===== src/design/lps_pkg.sv =====
`default_nettype none
package lps_pkg;
  localparam int TABLE_SIZE_DEF = 64;
  localparam int TOTAL_W = 22;

  typedef enum logic [2:0] {
    OP_ALLOC = 3'd0, OP_SET_TICKETS = 3'd1, OP_KILL = 3'd2,
    OP_DRAW = 3'd3, OP_SET_STATE = 3'd4, OP_READ = 3'd5
  } op_e;

  localparam logic [2:0] ST_UNUSED   = 3'd0;
  localparam logic [2:0] ST_EMBRYO   = 3'd1;
  localparam logic [2:0] ST_SLEEPING = 3'd2;
  localparam logic [2:0] ST_RUNNABLE = 3'd3;
  localparam logic [2:0] ST_RUNNING  = 3'd4;
  localparam logic [2:0] ST_LAST     = 3'd5;

  localparam logic [2:0] STAT_OK        = 3'd0;
  localparam logic [2:0] STAT_FULL      = 3'd1;
  localparam logic [2:0] STAT_BAD_TICK  = 3'd2;
  localparam logic [2:0] STAT_NO_PID    = 3'd3;
  localparam logic [2:0] STAT_NO_WINNER = 3'd4;

  typedef struct packed {
    logic [2:0]  op;
    logic [5:0]  slot;
    logic [15:0] target_pid;
    logic [15:0] ticket_value;
    logic [21:0] draw_value;
    logic [2:0]  new_state;
  } cmd_t;

  typedef struct packed {
    logic [2:0]  status;
    logic [5:0]  out_slot;
    logic [15:0] out_pid;
    logic [15:0] out_tickets;
    logic [31:0] out_runs;
    logic [2:0]  out_state;
    logic        out_killed;
    logic [21:0] ticket_total;
  } result_t;

  typedef struct packed {
    logic [2:0]  state;
    logic [15:0] pid;
    logic [15:0] tickets;
    logic [31:0] runs;
    logic        killed;
  } entry_t;

  // token accumulated at the head cell while the ring of cells rotates during a scan
  typedef struct packed {
    logic        found;
    logic [21:0] sum;
  } scan_t;
endpackage
`default_nettype wire


===== src/design/lps_cell.sv =====
`default_nettype none
module lps_cell import lps_pkg::*; (
  input  wire logic   clk,
  input  wire logic   rst,
  input  wire logic   shift,
  input  wire entry_t entry_in,
  input  wire logic   load,
  input  wire entry_t load_val,
  output entry_t      entry
);
  // entries rotate one place per shift; load takes priority over shift
  always_ff @(posedge clk) begin
    if (rst) begin
      entry <= '0;
    end else if (load) begin
      entry <= load_val;
    end else if (shift) begin
      entry <= entry_in;
    end
  end
endmodule
`default_nettype wire


===== config.mk =====
export PLATFORM = sky130hd
export DESIGN_NAME = lps_cell
export DESIGN_NICKNAME = d
export VERILOG_FILES = /design/src/design/lps_pkg.sv /design/src/design/lps_cell.sv
export SDC_FILE = /design/constraint.sdc
export NUM_CORES = 1
export LEC_CHECK = 0
export ABC_AREA = 0
export BUFFER_PORTS_ARGS = -buffer_cell sky130_fd_sc_hd__buf_2
export CAP_MARGIN = 20
export CORE_UTILIZATION = 46
export DETAILED_ROUTE_END_ITERATION = 12
export PLACE_DENSITY = 0.88
export SLEW_MARGIN = 25
export SYNTH_ARGS = -nofsm -noshare
export SYNTH_HDL_FRONTEND = slang
export SYNTH_SLANG_ARGS = --single-unit
export TNS_END_PERCENT = 10

===== constraint.sdc =====
create_clock -name clk -period 2 [get_ports clk]
set_input_delay 0.3 -clock clk [delete_from_list [all_inputs] [get_ports clk]]
set_output_delay 0.3 -clock clk [all_outputs]
set_load 0.1 [all_outputs]

# After elaboration in Yosys (flattened, before gate mapping)

Cells that the tools add are included.

Reduce and logical (&&, ||, !) cells: 1
Multiplexer cells: 2

Operator list:

| kind              | number |
|---|---|
| $mux 68           | 2 |
| $reduce_bool 2->1 | 1 |

Input port bits: 140
Logic and storage cells: 8
Output and inout bits: 68
Bits in registers: 68

# Depth between registers and ports, before layout

Depth after elaboration: 2
Mapped depth: 5
Gate-level depth less buffers: 2

# Worst setup path before layout

No wires, ideal clock.

Path type: register -> register
Start: reg entry[44] (netlist name)
End: reg entry[44] (netlist name)
Clock period less this slack: 1.418 ns
Cell stages (with the launch flop): 3
Slack: 0.582 ns
Library setup time: 0.080 ns
Data required time: 1.920 ns
Path buffers: 0
Arrival: 1.338 ns
Cells stage by stage: dfxtp_1 > mux2i_1 > a211oi_2

RTL lines:

| item                   | line           | RTL |
|---|---|---|
| end signal: assignment | lps_cell.sv:16 | `entry <= load_val;` |
| end signal: assignment | lps_cell.sv:18 | `entry <= entry_in;` |
| end: declaration       | lps_cell.sv:9  | `output entry_t entry` |

# Worst setup path in the final report

Start: reg entry[9] (netlist name)
End: out entry[9] (netlist name)

No word-level cell between the ends.

==> results_dict.tcl <==
set metrics [dict create \
    postSynth.asyncResetShare_pct 0 \
    antenna_found_initial 0 \
    crit_path_cell_chain "buf_2" \
    worst-path-max-fanout 2 \
    synth_simple_gate_area_share_pct 13.3 \
    post_cts_buffers 0 \
    synth_xor_xnor_area_share_pct 0 \
    synthesis.nets 443 \
    yosysTopAreaCell "sky130_fd_sc_hd__dfxtp_1" \
    crit_buf_inv 1 \
    critPathSlowestCell "sky130_fd_sc_hd__buf_2" \
    floorplan.die.width_um 85.4 \
    largest_register_ff_count 68 \
    worst_setup_path_start_kind "flip-flop" \
    grt_pass1_vias 3013 \
    ys_types 12 \
    syn-cell-area_um2 3200 \
    final_net_count 637 \
    crit_path_max_incr_delay_ps 430 \
    leakage_nw 2.24 \
    cts_max_path_buffers 2 \
    kind_of_end_point_of_the_critical_path "primary output" \
    setup_viol 0 \
    number_of_cells_produced_by_synthesis 303 \
    diodes 0 \
    total_power_mw 4.24 \
    hold_ws_ps 256 \
    tritoncts_buffer_count 9 \
    post_cts_clock_slew_at_the_launch_and_capture_registers_of_the_worst_setup_and_hold_paths_ps 80 \
    design.portCount 208 \
    drt-total-wl_um 8430 \
    syn_to_final_growth_pct 39.9 \
    drt.antenna.violating_nets 0 \
    drive_above_1_share_pct 47.0 \
    ys_seq_elements 68 \
    synth_warnings 0 \
    cts_root_buf "sky130_fd_sc_hd__clkbuf_8" \
    run_status "finished clean" \
    min_period_ps 1420 \
    synth-compound-area-share_pct 17.1 \
    global_route_wire_length_before_repair_um 13200 \
    routed_wire_length_per_instance_um 14.5 \
    synth-adder-area-share_pct 0 \
    synth_commonest_cells "sky130_fd_sc_hd__dfxtp_1, sky130_fd_sc_hd__mux2i_1, sky130_fd_sc_hd__nor2b_1" \
    dpl.hpwl_um 5950 \
    finalHoldViolations 0 \
    post-synth-top-area-fraction_pct 42.5 \
    power_per_cell_area_nw_per_um2 948 \
    grt_max_degree 69 \
    clock_sink_count 68 \
    holdCritPathClass "input pin to flip-flop" \
    first_pass_iters 4 \
    floorplan.rows 30 \
    postSynth.topFlopCell "sky130_fd_sc_hd__dfxtp_1" \
    worstSkewPairLatency_ps 320 \
    final_area_um2 4480 \
    finish.utilization_pct 66.2 \
    io_buffer_count 207 \
    max_clock_freq_ghz 0.706 \
    registers.top_by_ff_count "entry" \
    cap_violations 0 \
    finalClockSkew_ps 0 \
    ctsResizeCount 0 \
    ir_worst_vdd_uv 551 \
    cts_tree "yes" \
    slew_viol_final 0 \
    crit_path_kind "flip-flop to primary output" \
    timing.critical_path.required_ps 1700 \
    cpLargestDelayFamily "buffers and inverters" \
    worst_slew_pin_slew_ps 505 \
    fp.dieH_um 85.4 \
    die-area_um2 7290 \
    initial_core_util_pct 47.4 \
    slew-limit-headroom_pct 66.6 \
    setup_repair_after_global_routing_missed_its_margin "false" \
    synth_edf_count 0 \
    cts-hold-fix-buffers 0 \
    synth_seq_area_share_pct 42.5 \
    h-tree-depth 3 \
    arrival_ps 1120 \
    grt_remaining_overflow 0 \
    dominant_combinational_cell_family_by_area_after_synthesis "multiplexers" \
    tns_ps 0 \
    coreArea_um2 6760 \
    dominant_cells_by_area_after_synthesis "sky130_fd_sc_hd__dfxtp_1, sky130_fd_sc_hd__mux2i_1, sky130_fd_sc_hd__a211oi_1" \
    detailedRoute.firstIterationViolations 67 \
    routed_via_density 5.11 \
    vias 2973 \
    drt_drc_violations_left 0 \
    synth.area.mux_share_pct 21.3 \
    biggestRegsByFlops "entry: 68 flops" \
    synth_area_per_cell_um2 10.6 \
    gp_congestion 0.771 \
    groute.usage.overall_pct 22.6 \
    detailed_place.area_um2 4230 \
    part_of_the_cycle_the_worst_path_needs_pct 70.8 \
]
==> where the power goes <==
group	switching, mW	internal (mW)
sequential	0.0508	1.46
clock	0.512	0.896
combinational	1.00	0.320
total	1.57	2.67
==> kinds of logic after synthesis <==
family,after synthesis
AOI/OAI and AO/OA,68
buffers and inverters,31
DFF,68
muxes,68
and+or+nand+nor,68
==> worst register-to-register path, cell delays in order, from the launching register on <==
cell	delay [ps]
sky130_fd_sc_hd__dfxtp_1	340
sky130_fd_sc_hd__mux2i_1	80
sky130_fd_sc_hd__a211oi_1	290
==> routing by layer <==
| metal | global-route usage, % | wire, um | up-vias |
|---|---|---|---|
| met5 | 0 | 0 | - |
| met4 | 9.55 | 172 | 0 |
| met3 | 5.06 | 539 | 16 |
| met2 | 41.4 | 4150 | 134 |
| met1 | 25.2 | 3570 | 1340 |
| li1 | - | - | 1483 |
==> cell type report <==
class	count	area (um2)
well taps	80	100
clock inverters	4	95.1
clock buffers	12	155
multi-input cells	204	1650
inverters	1	3.75
flip-flops and latches	68	1360
repair buffers	213	1110
fillers	544	2280
==> final timing paths <==
| check | start | endpoint | slack [ps] | cells after the start |
|---|---|---|---|---|
| worst max register to register | entry[38] | entry[38] | 1200 | 2 |
| worst min-delay path | load_val[43] | entry[43] | 260 | 3 |
| worst max-delay path | entry[9] | entry[9] | 580 | 1 |
| worst min register to register | entry[11] | entry[11] | 550 | 2 |
==> through the flow <==
step | setup slack (ps) | cells
2_1_floorplan | 582 | 303
3_3_place_gp | 633 | 566
3_5_place_dp | 594 | 566
4_1_cts | 568 | 582
5_1_grt | 540 | 582
6_report | 584 | 582
==> placed cells by master (no fill, tap or decap) <==
master and n:
sky130_fd_sc_hd__buf_2 206, sky130_fd_sc_hd__mux2i_1 68, sky130_fd_sc_hd__nor2b_1 68, sky130_fd_sc_hd__dfxtp_1 68, sky130_fd_sc_hd__a211oi_1 61, sky130_fd_sc_hd__clkbuf_8 11, sky130_fd_sc_hd__a211oi_2 7, sky130_fd_sc_hd__buf_4 5
sky130_fd_sc_hd__bufinv_16 3, sky130_fd_sc_hd__buf_12 2, sky130_fd_sc_hd__inv_2 1, sky130_fd_sc_hd__clkinv_2 1, sky130_fd_sc_hd__clkbuf_1 1
(Power assumes the default switching activity.)
